===== config.mk =====
export PLATFORM = sky130hd
export DESIGN_NAME = lorenz_euler_stepper_flat
export DESIGN_NICKNAME = d
export VERILOG_FILES = /design/src/hdl/lrz_pkg.sv /design/src/hdl/lrz_if.sv /design/src/hdl/lrz_regs.sv /design/src/hdl/lrz_alu.sv /design/src/hdl/lorenz_euler_stepper.sv /design/src/flat_wrapper.sv
export SDC_FILE = /design/constraint.sdc
export NUM_CORES = 2
export LEC_CHECK = 0
export BUFFER_PORTS_ARGS = -buffer_cell sky130_fd_sc_hd__buf_2
export CAP_MARGIN = 5
export CORE_ASPECT_RATIO = 2
export CORE_MARGIN = 2
export CORE_UTILIZATION = 45
export CTS_BUF_LIST = sky130_fd_sc_hd__clkbuf_4
export DETAILED_ROUTE_END_ITERATION = 8
export MAX_ROUTING_LAYER = met4
export PLACE_DENSITY = 0.65
export SLEW_MARGIN = 20
export SYNTH_ARGS = -nofsm -noshare
export SYNTH_HDL_FRONTEND = slang
export SYNTH_HIERARCHICAL = 1
export SYNTH_SLANG_ARGS = --single-unit

===== constraint.sdc =====
create_clock -name clk -period 29.3 [get_ports clk]
set_clock_uncertainty 0.1 [all_clocks]
set_input_delay 2.93 -clock clk [delete_from_list [all_inputs] [get_ports clk]]
set_output_delay 2.93 -clock clk [all_outputs]
set_load 0.05 [all_outputs]

===== src/hdl/lrz_pkg.sv =====
// Shared types, register map, operation codes and reset values of the Lorenz stepper.
`default_nettype none

package lrz_pkg;

    localparam int FRAC_BITS_DEF = 24;
    localparam int DATA_W        = 32;
    localparam int DT_W          = 31;
    localparam int ADDR_W        = 5;

    // Register indexes, taken from paddr[4:2].
    localparam logic [2:0] REG_SIGMA   = 3'd0;
    localparam logic [2:0] REG_RHO     = 3'd1;
    localparam logic [2:0] REG_BETA    = 3'd2;
    localparam logic [2:0] REG_DT      = 3'd3;
    localparam logic [2:0] REG_START_X = 3'd4;
    localparam logic [2:0] REG_START_Y = 3'd5;
    localparam logic [2:0] REG_START_Z = 3'd6;

    localparam logic signed [DATA_W-1:0] SIGMA_RST = 32'sd167772160;
    localparam logic signed [DATA_W-1:0] RHO_RST   = 32'sd469762048;
    localparam logic signed [DATA_W-1:0] BETA_RST  = 32'sd44795167;
    localparam logic [DT_W-1:0]          DT_RST    = 31'd167772;
    localparam logic signed [DATA_W-1:0] START_RST = 32'sd1677722;

    // Item actions.
    localparam logic [1:0] ACT_STEP    = 2'd0;
    localparam logic [1:0] ACT_LOAD    = 2'd1;
    localparam logic [1:0] ACT_RESTART = 2'd2;

    // Shared unit operations.
    localparam logic [1:0] ALU_ADD = 2'd0;
    localparam logic [1:0] ALU_SUB = 2'd1;
    localparam logic [1:0] ALU_MUL = 2'd2;

    typedef struct packed {
        logic signed [DATA_W-1:0] sigma_gain;
        logic signed [DATA_W-1:0] rho_gain;
        logic signed [DATA_W-1:0] beta_gain;
        logic [DT_W-1:0]          time_step;
        logic signed [DATA_W-1:0] start_x;
        logic signed [DATA_W-1:0] start_y;
        logic signed [DATA_W-1:0] start_z;
    } cfg_t;

    typedef struct packed {
        logic [1:0]               op;
        logic signed [DATA_W-1:0] opa;
        logic signed [DATA_W-1:0] opb;
    } alu_req_t;

endpackage

`default_nettype wire


===== src/hdl/lrz_if.sv =====
// Handshake interfaces for the command and result channels.
`default_nettype none

interface lrz_cmd_if;
    logic        valid;
    logic        ready;
    logic [1:0]  action;
    logic [31:0] load_x;
    logic [31:0] load_y;
    logic [31:0] load_z;

    modport source (output valid, action, load_x, load_y, load_z, input ready);
    modport sink   (input valid, action, load_x, load_y, load_z, output ready);
endinterface

interface lrz_res_if;
    logic        valid;
    logic        ready;
    logic [31:0] out_x;
    logic [31:0] out_y;
    logic [31:0] out_z;
    logic        saturated;

    modport source (output valid, out_x, out_y, out_z, saturated, input ready);
    modport sink   (input valid, out_x, out_y, out_z, saturated, output ready);
endinterface

`default_nettype wire


===== src/hdl/lrz_regs.sv =====
// APB configuration registers of the Lorenz stepper.
`default_nettype none

module lrz_regs (
    input  wire logic                      clk,
    input  wire logic                      rst_n,
    input  wire logic                      psel,
    input  wire logic                      penable,
    input  wire logic                      pwrite,
    input  wire logic [lrz_pkg::ADDR_W-1:0] paddr,
    input  wire logic [31:0]               pwdata,
    output logic [31:0]                    prdata,
    output logic                           pready,
    output lrz_pkg::cfg_t                  cfg
);
    import lrz_pkg::*;

    cfg_t       cfg_reg;
    logic       wr_en;
    logic [2:0] index;

    assign pready = 1'b1;
    assign wr_en  = psel && penable && pwrite;
    assign index  = paddr[4:2];
    assign cfg    = cfg_reg;

    always_ff @(posedge clk or negedge rst_n)
    begin
        if (!rst_n)
        begin
            cfg_reg.sigma_gain <= SIGMA_RST;
            cfg_reg.rho_gain   <= RHO_RST;
            cfg_reg.beta_gain  <= BETA_RST;
            cfg_reg.time_step  <= DT_RST;
            cfg_reg.start_x    <= START_RST;
            cfg_reg.start_y    <= START_RST;
            cfg_reg.start_z    <= START_RST;
        end
        else if (wr_en)
        begin
            unique case (index)
                REG_SIGMA:   cfg_reg.sigma_gain <= pwdata;
                REG_RHO:     cfg_reg.rho_gain   <= pwdata;
                REG_BETA:    cfg_reg.beta_gain  <= pwdata;
                REG_DT:      cfg_reg.time_step  <= pwdata[DT_W-1:0];
                REG_START_X: cfg_reg.start_x    <= pwdata;
                REG_START_Y: cfg_reg.start_y    <= pwdata;
                REG_START_Z: cfg_reg.start_z    <= pwdata;
                default:     ;
            endcase
        end
    end

    always_comb
    begin
        unique case (index)
            REG_SIGMA:   prdata = cfg_reg.sigma_gain;
            REG_RHO:     prdata = cfg_reg.rho_gain;
            REG_BETA:    prdata = cfg_reg.beta_gain;
            REG_DT:      prdata = {1'b0, cfg_reg.time_step};
            REG_START_X: prdata = cfg_reg.start_x;
            REG_START_Y: prdata = cfg_reg.start_y;
            REG_START_Z: prdata = cfg_reg.start_z;
            default:     prdata = '0;
        endcase
    end

endmodule

`default_nettype wire


===== src/hdl/lrz_alu.sv =====
// Shared arithmetic unit: saturating add, subtract and fixed-point multiply.
`default_nettype none

module lrz_alu #(
    parameter int FRAC_BITS = lrz_pkg::FRAC_BITS_DEF
) (
    input  wire logic                             clk,
    input  wire logic                             issue,
    input  wire lrz_pkg::alu_req_t                req,
    output logic signed [lrz_pkg::DATA_W-1:0]     result,
    output logic                                  clip
);
    import lrz_pkg::*;

    localparam int RAW_W = 2 * DATA_W;

    logic signed [RAW_W-1:0] raw_reg;
    logic signed [RAW_W-1:0] raw_next;
    logic                    is_mul_reg;
    logic signed [RAW_W-1:0] shifted;
    logic                    fits;

    always_comb
    begin
        unique case (req.op)
            ALU_ADD: raw_next = RAW_W'($signed(req.opa)) + RAW_W'($signed(req.opb));
            ALU_SUB: raw_next = RAW_W'($signed(req.opa)) - RAW_W'($signed(req.opb));
            ALU_MUL: raw_next = $signed(req.opa) * $signed(req.opb);
            default: raw_next = '0;
        endcase
    end

    // The product is registered before the scaling shift and the clamp.
    always_ff @(posedge clk)
    begin
        if (issue)
        begin
            raw_reg    <= raw_next;
            is_mul_reg <= (req.op == ALU_MUL);
        end
    end

    // An arithmetic right shift floors, which is the required rounding.
    assign shifted = is_mul_reg ? (raw_reg >>> FRAC_BITS) : raw_reg;
    assign fits    = (&shifted[RAW_W-1:DATA_W-1]) || !(|shifted[RAW_W-1:DATA_W-1]);
    assign clip    = !fits;

    always_comb
    begin
        if (fits)
            result = shifted[DATA_W-1:0];
        else if (shifted[RAW_W-1])
            result = {1'b1, {(DATA_W-1){1'b0}}};
        else
            result = {1'b0, {(DATA_W-1){1'b1}}};
    end

endmodule

`default_nettype wire


===== src/hdl/lorenz_euler_stepper.sv =====
// Lorenz attractor stepper: forward Euler integration on one shared arithmetic unit.
// A step item's result is offered after fifteen operations on the shared unit, each with
// an issue and a write-back state, and a hand-over state; a new item is accepted only
// back in idle. Load and restart items set the point at acceptance. One item is in
// work at a time; a waiting result only holds the next step in its hand-over cycle.
// Reset (rst_n, asynchronous) sets the registers and the point to their defaults.
`default_nettype none

module lorenz_euler_stepper #(
    parameter int FRAC_BITS = lrz_pkg::FRAC_BITS_DEF
) (
    input  wire logic                       clk,
    input  wire logic                       rst_n,
    input  wire logic                       psel,
    input  wire logic                       penable,
    input  wire logic                       pwrite,
    input  wire logic [lrz_pkg::ADDR_W-1:0] paddr,
    input  wire logic [31:0]                pwdata,
    output logic [31:0]                     prdata,
    output logic                            pready,
    lrz_cmd_if.sink                         cmd,
    lrz_res_if.source                       res
);
    import lrz_pkg::*;

    localparam logic [1:0] ST_IDLE   = 2'd0;
    localparam logic [1:0] ST_ISSUE  = 2'd1;
    localparam logic [1:0] ST_WB     = 2'd2;
    localparam logic [1:0] ST_FINISH = 2'd3;

    localparam logic [3:0] STEP_YX    = 4'd0;
    localparam logic [3:0] STEP_AX    = 4'd1;
    localparam logic [3:0] STEP_DX    = 4'd2;
    localparam logic [3:0] STEP_XR    = 4'd3;
    localparam logic [3:0] STEP_XRY   = 4'd4;
    localparam logic [3:0] STEP_XZ    = 4'd5;
    localparam logic [3:0] STEP_YSUM  = 4'd6;
    localparam logic [3:0] STEP_DY    = 4'd7;
    localparam logic [3:0] STEP_XY    = 4'd8;
    localparam logic [3:0] STEP_ZC    = 4'd9;
    localparam logic [3:0] STEP_ZSUM  = 4'd10;
    localparam logic [3:0] STEP_DZ    = 4'd11;
    localparam logic [3:0] STEP_NEWX  = 4'd12;
    localparam logic [3:0] STEP_NEWY  = 4'd13;
    localparam logic [3:0] STEP_NEWZ  = 4'd14;

    cfg_t                     cfg;
    alu_req_t                 alu_req;
    logic                     alu_issue;
    logic signed [DATA_W-1:0] alu_result;
    logic                     alu_clip;
    logic signed [DATA_W-1:0] dt_op;

    logic [1:0] state_reg, state_next;
    logic [3:0] step_reg, step_next;
    logic       clip_reg, clip_next;
    logic       out_valid_reg, out_valid_next;
    logic       accept;
    logic       hand_over;

    logic signed [DATA_W-1:0] x_reg, y_reg, z_reg;
    logic signed [DATA_W-1:0] t0_reg, t1_reg, t2_reg;
    logic signed [DATA_W-1:0] dx_reg, dy_reg, dz_reg;
    logic [DATA_W-1:0]        out_x_reg, out_y_reg, out_z_reg;
    logic                     out_sat_reg;

    lrz_regs u_regs (
        .clk     (clk),
        .rst_n   (rst_n),
        .psel    (psel),
        .penable (penable),
        .pwrite  (pwrite),
        .paddr   (paddr),
        .pwdata  (pwdata),
        .prdata  (prdata),
        .pready  (pready),
        .cfg     (cfg)
    );

    lrz_alu #(
        .FRAC_BITS (FRAC_BITS)
    ) u_alu (
        .clk    (clk),
        .issue  (alu_issue),
        .req    (alu_req),
        .result (alu_result),
        .clip   (alu_clip)
    );

    assign cmd.ready     = (state_reg == ST_IDLE);
    assign accept        = cmd.valid && cmd.ready;
    assign hand_over     = (state_reg == ST_FINISH) && (!out_valid_reg || res.ready);
    assign alu_issue     = (state_reg == ST_ISSUE);
    assign dt_op         = {1'b0, cfg.time_step};

    assign res.valid     = out_valid_reg;
    assign res.out_x     = out_x_reg;
    assign res.out_y     = out_y_reg;
    assign res.out_z     = out_z_reg;
    assign res.saturated = out_sat_reg;

    // Operation schedule of one Euler step.
    always_comb
    begin
        alu_req.op  = ALU_MUL;
        alu_req.opa = x_reg;
        alu_req.opb = y_reg;
        unique case (step_reg)
            STEP_YX:   begin alu_req.op = ALU_SUB; alu_req.opa = y_reg;  alu_req.opb = x_reg;  end
            STEP_AX:   begin alu_req.opa = cfg.sigma_gain; alu_req.opb = t0_reg; end
            STEP_DX:   begin alu_req.opa = t0_reg; alu_req.opb = dt_op;  end
            STEP_XR:   begin alu_req.opa = x_reg;  alu_req.opb = cfg.rho_gain; end
            STEP_XRY:  begin alu_req.op = ALU_SUB; alu_req.opa = t1_reg; alu_req.opb = y_reg;  end
            STEP_XZ:   begin alu_req.opa = x_reg;  alu_req.opb = z_reg;  end
            STEP_YSUM: begin alu_req.op = ALU_SUB; alu_req.opa = t1_reg; alu_req.opb = t2_reg; end
            STEP_DY:   begin alu_req.opa = t1_reg; alu_req.opb = dt_op;  end
            STEP_XY:   begin alu_req.opa = x_reg;  alu_req.opb = y_reg;  end
            STEP_ZC:   begin alu_req.opa = z_reg;  alu_req.opb = cfg.beta_gain; end
            STEP_ZSUM: begin alu_req.op = ALU_SUB; alu_req.opa = t1_reg; alu_req.opb = t2_reg; end
            STEP_DZ:   begin alu_req.opa = t1_reg; alu_req.opb = dt_op;  end
            STEP_NEWX: begin alu_req.op = ALU_ADD; alu_req.opa = x_reg;  alu_req.opb = dx_reg; end
            STEP_NEWY: begin alu_req.op = ALU_ADD; alu_req.opa = y_reg;  alu_req.opb = dy_reg; end
            STEP_NEWZ: begin alu_req.op = ALU_ADD; alu_req.opa = z_reg;  alu_req.opb = dz_reg; end
            default:   ;
        endcase
    end

    always_comb
    begin
        state_next     = state_reg;
        step_next      = step_reg;
        clip_next      = clip_reg;
        out_valid_next = out_valid_reg && !res.ready;
        unique case (state_reg)
            ST_IDLE:
            begin
                if (accept && cmd.action == ACT_STEP)
                begin
                    state_next = ST_ISSUE;
                    step_next  = STEP_YX;
                    clip_next  = 1'b0;
                end
            end
            ST_ISSUE:
            begin
                state_next = ST_WB;
            end
            ST_WB:
            begin
                clip_next = clip_reg || alu_clip;
                if (step_reg == STEP_NEWZ)
                begin
                    state_next = ST_FINISH;
                end
                else
                begin
                    state_next = ST_ISSUE;
                    step_next  = step_reg + 4'd1;
                end
            end
            ST_FINISH:
            begin
                if (hand_over)
                begin
                    state_next     = ST_IDLE;
                    out_valid_next = 1'b1;
                end
            end
            default:
            begin
                state_next = ST_IDLE;
            end
        endcase
    end

    always_ff @(posedge clk or negedge rst_n)
    begin
        if (!rst_n)
        begin
            state_reg     <= ST_IDLE;
            step_reg      <= STEP_YX;
            clip_reg      <= 1'b0;
            out_valid_reg <= 1'b0;
            x_reg         <= START_RST;
            y_reg         <= START_RST;
            z_reg         <= START_RST;
        end
        else
        begin
            state_reg     <= state_next;
            step_reg      <= step_next;
            clip_reg      <= clip_next;
            out_valid_reg <= out_valid_next;
            if (accept && cmd.action == ACT_LOAD)
            begin
                x_reg <= cmd.load_x;
                y_reg <= cmd.load_y;
                z_reg <= cmd.load_z;
            end
            else if (accept && cmd.action == ACT_RESTART)
            begin
                x_reg <= cfg.start_x;
                y_reg <= cfg.start_y;
                z_reg <= cfg.start_z;
            end
            else if (hand_over)
            begin
                x_reg <= dx_reg;
                y_reg <= dy_reg;
                z_reg <= dz_reg;
            end
        end
    end

    // Write back of the shared unit; the point itself changes only at hand-over or on a load or restart item.
    always_ff @(posedge clk)
    begin
        if (state_reg == ST_WB)
        begin
            case (step_reg)
                STEP_YX, STEP_AX:                      t0_reg <= alu_result;
                STEP_XR, STEP_XRY, STEP_YSUM, STEP_XY,
                STEP_ZSUM:                             t1_reg <= alu_result;
                STEP_XZ, STEP_ZC:                      t2_reg <= alu_result;
                STEP_DX, STEP_NEWX:                    dx_reg <= alu_result;
                STEP_DY, STEP_NEWY:                    dy_reg <= alu_result;
                STEP_DZ, STEP_NEWZ:                    dz_reg <= alu_result;
                default:                               ;
            endcase
        end
        if (hand_over)
        begin
            out_x_reg   <= x_reg;
            out_y_reg   <= y_reg;
            out_z_reg   <= z_reg;
            out_sat_reg <= clip_reg;
        end
    end

endmodule

`default_nettype wire


===== src/flat_wrapper.sv =====
// flat-port wrapper written by rule: the top's interface ports become plain ports
module lorenz_euler_stepper_flat import lrz_pkg::*;
#(
    parameter int FRAC_BITS = lrz_pkg::FRAC_BITS_DEF
)
  (clk, rst_n, psel, penable, pwrite, paddr, pwdata, prdata, pready, cmd_valid, cmd_action, cmd_load_x, cmd_load_y, cmd_load_z, cmd_ready, res_valid, res_out_x, res_out_y, res_out_z, res_saturated, res_ready);
  lrz_cmd_if cmd_i ();
  lrz_res_if res_i ();
  input  wire logic clk;
  input  wire logic rst_n;
  input  wire logic psel;
  input  wire logic penable;
  input  wire logic pwrite;
  input  wire logic [lrz_pkg::ADDR_W-1:0] paddr;
  input  wire logic [31:0] pwdata;
  output logic [31:0] prdata;
  output logic pready;
  input wire logic [$bits(cmd_i.valid)-1:0] cmd_valid;
  input wire logic [$bits(cmd_i.action)-1:0] cmd_action;
  input wire logic [$bits(cmd_i.load_x)-1:0] cmd_load_x;
  input wire logic [$bits(cmd_i.load_y)-1:0] cmd_load_y;
  input wire logic [$bits(cmd_i.load_z)-1:0] cmd_load_z;
  output wire logic [$bits(cmd_i.ready)-1:0] cmd_ready;
  output wire logic [$bits(res_i.valid)-1:0] res_valid;
  output wire logic [$bits(res_i.out_x)-1:0] res_out_x;
  output wire logic [$bits(res_i.out_y)-1:0] res_out_y;
  output wire logic [$bits(res_i.out_z)-1:0] res_out_z;
  output wire logic [$bits(res_i.saturated)-1:0] res_saturated;
  input wire logic [$bits(res_i.ready)-1:0] res_ready;
  assign cmd_i.valid = cmd_valid;
  assign cmd_i.action = cmd_action;
  assign cmd_i.load_x = cmd_load_x;
  assign cmd_i.load_y = cmd_load_y;
  assign cmd_i.load_z = cmd_load_z;
  assign cmd_ready = cmd_i.ready;
  assign res_valid = res_i.valid;
  assign res_out_x = res_i.out_x;
  assign res_out_y = res_i.out_y;
  assign res_out_z = res_i.out_z;
  assign res_saturated = res_i.saturated;
  assign res_i.ready = res_ready;
  lorenz_euler_stepper #(.FRAC_BITS(FRAC_BITS)) u_core (.clk(clk), .rst_n(rst_n), .psel(psel), .penable(penable), .pwrite(pwrite), .paddr(paddr), .pwdata(pwdata), .prdata(prdata), .pready(pready), .cmd(cmd_i), .res(res_i));
endmodule

==> impl_metrics.tcl <==
set metrics [dict create \
    start_kind "register" \
    clock_latency_ps 1110 \
    first_iter_violations 5005 \
    ys.flop_type "edfxtp_1" \
    drc 0 \
    ios 274 \
    met2_usage_pct 59.1 \
    grtUsageTotal_pct 34.6 \
    synth.top_cell.area_share_pct 30.5 \
    hold_slack_ps 398 \
    crit_arrival_ps 14030 \
    die_y_um 566 \
    port_buffers 270 \
    cts.clk_slew.worst_paths_ps 90 \
    async_reset_ff_share_pct 48.0 \
    vias 56300 \
    wire_per_inst_um 29.5 \
    max_freq_ghz 0.0750 \
    relSlewSlack_pct 10.4 \
    busiest_layer "met2" \
    r2r_slack_ps 15960 \
    post-cts-setup-buffers 0 \
    first_pass_iters 8 \
    grt_max_degree 95 \
    postRouteAntennaNets 0 \
    hp-class "reg2reg" \
    avgViaCountPerCell 6.12 \
    finalCritPeriodShare_pct 45.5 \
    met3_usage_pct 4.93 \
    cp_max_fo 35 \
    grt_pass1_vias 61300 \
    synthCells 6881 \
    cts_max_level 4 \
    nets 8468 \
    outcome "finished clean" \
    largest_reg_flops 223 \
    dieWidth_um 285 \
    ys_seq_area_share_pct 26.6 \
    worstSetupPathType "reg2reg" \
    crit_slowest_cell "fa_1" \
    slew_violations 0 \
    drive_above_1_share_pct 15.2 \
    area_delta_synth_final_pct 7.64 \
    synth_edf_count 354 \
    synthDistinctLibCells 101 \
    end_kind "register" \
    dieArea_mm2 0.161 \
    crit_path_frequent_cell "fa_1" \
    ys_top_cells_by_count "1084 x fa_1, 1041 x inv_1, 717 x nand2_1, 491 x and2_1, 354 x edfxtp_1" \
    hpwl_um 198000 \
    synth.most_common_cell "fa_1" \
    numCtsBuffers 148 \
    cts_root_buf "clkbuf_4" \
    finalSetupViolations 0 \
    worst_pin_slew_ps 1330 \
    slowest_delay_ps 1000 \
    cts.sink_count 681 \
    yosysWarnings 6 \
    rows 206 \
    required_ps 30000 \
    tns_ps 0 \
    cts_resized 0 \
    ys_ff_latch 681 \
    netlist_area_mm2 0.0711 \
    use_met1_pct 33.1 \
    synth_fp_nets 8361 \
    coreArea_mm2 0.157 \
    ys_top_cells_by_area "fa_1 31%, edfxtp_1 15%, dfrtp_1 8.2%, inv_1 5.5%, ha_1 4.5%" \
    cap_viol_max_count 0 \
    grt.overflow.total 0 \
    syn_area_per_cell_um2 10.3 \
    start_util_pct 45.2 \
    period_minus_slack_ps 13340 \
    place.gp.congestion 1.00 \
    wl_um 271000 \
    rsz0062_at_grt "no" \
    hold_viol 0 \
    antenna_found_initial 20 \
    synth_top_area_cell "fa_1" \
    grt_pass1_wl_um 395000 \
    cts_hold_buffers 0 \
    cts_tree "yes" \
    cts_buffer_depth 4 \
]
==> metal layers <==
metal | wire, µm | vias up
li1 | - | 22900
met1 | 82000 | 28600
met2 | 138000 | 3248
met3 | 19000 | 1489
met4 | 32300 | 0
met5 | 0 | -
==> cells in the final DEF (no fill, tap or decap), types with 30 or more instances in the layout <==
| master | count |
|---|---|
| fa_1 | 1084 |
| inv_1 | 1040 |
| nand2_1 | 715 |
| and2_1 | 490 |
| edfxtp_1 | 354 |
| nor2_1 | 309 |
| buf_2 | 267 |
| ha_1 | 249 |
| dfrtp_1 | 230 |
| clkbuf_4 | 219 |
| mux2_2 | 211 |
| a21oi_1 | 151 |
| buf_4 | 147 |
| o22ai_1 | 138 |
| o21ai_0 | 115 |
| a22oi_1 | 110 |
| o31ai_1 | 109 |
| mux2i_1 | 99 |
| dfstp_2 | 95 |
| a221o_1 | 78 |
| xnor2_1 | 67 |
| o21a_1 | 51 |
| mux2_1 | 44 |
| nand3_1 | 43 |
| a21o_1 | 41 |
| a221oi_1 | 36 |
| a31oi_1 | 33 |
| o21ai_1 | 30 |
| xor2_1 | 30 |
| a21oi_2 | 30 |
==> critical path, delay by kind of cell (launching register included) <==
kind,cells,cell delay (ps)
AO/OA/AOI/OAI,9,2900
XOR/XNOR,1,170
adder cells (fa/ha/maj),9,4990
buffers and inverters,9,2140
flip-flops,1,760
AND/OR/NAND/NOR,5,1990
==> logic make-up after synthesis <==
kind of cell,count (synthesis),synth area share (%)
AND/OR/NAND/NOR,1752,11.8
AO/OA/AOI/OAI,1152,11.7
buffers and inverters,1503,8.23
XOR/XNOR,98,1.21
flip-flops,681,26.6
multiplexers,356,5.48
other,1,0.00527
adder cells (fa/ha/maj),1338,35.0
==> layout make-up <==
| class | count | area (µm²) |
|---|---|---|
| sequential | 681 | 18900 |
| clock inverter | 41 | 225 |
| clock buffer | 219 | 1640 |
| tap | 2080 | 2600 |
| antenna | 17 | 42.5 |
| inverter | 1045 | 3930 |
| multi-input combinational | 4697 | 46700 |
| fill | 14500 | 80700 |
| timing repair buffer | 415 | 2450 |
==> path summary, 6_finish.rpt <==
kind / start / endpoint / depth (start not counted)
setup / recovery: u_core/step_reg[3] / u_core/u_alu/raw_reg[63] / 33
hold / removal: u_core/z_reg[21] / u_core/res.out_z[21] / 0
setup reg to reg: u_core/step_reg[3] / u_core/u_alu/raw_reg[63] / 33
hold reg to reg: u_core/z_reg[21] / u_core/res.out_z[21] / 0
max in group asynchronous: rst_n / u_core/x_reg[18] / 3
min in group asynchronous: rst_n / u_core/x_reg[27] / 1
==> stage by stage <==
step / cells / util, % / cell area, µm² / setup WS [ps]
after floorplan: 6881 / - / 71100 / 19530
after global placement: 8918 / 47.5 / 74600 / 16310
after detailed placement: 8918 / 47.5 / 74600 / 16230
after CTS: 9178 / 48.7 / 76500 / 16260
after global routing: 9185 / 48.7 / 76500 / 15700
final: 9195 / 48.7 / 76600 / 15960
Power is not shown: default switching activity piles up to over one toggle a cycle in this logic, so the estimate is an artifact.
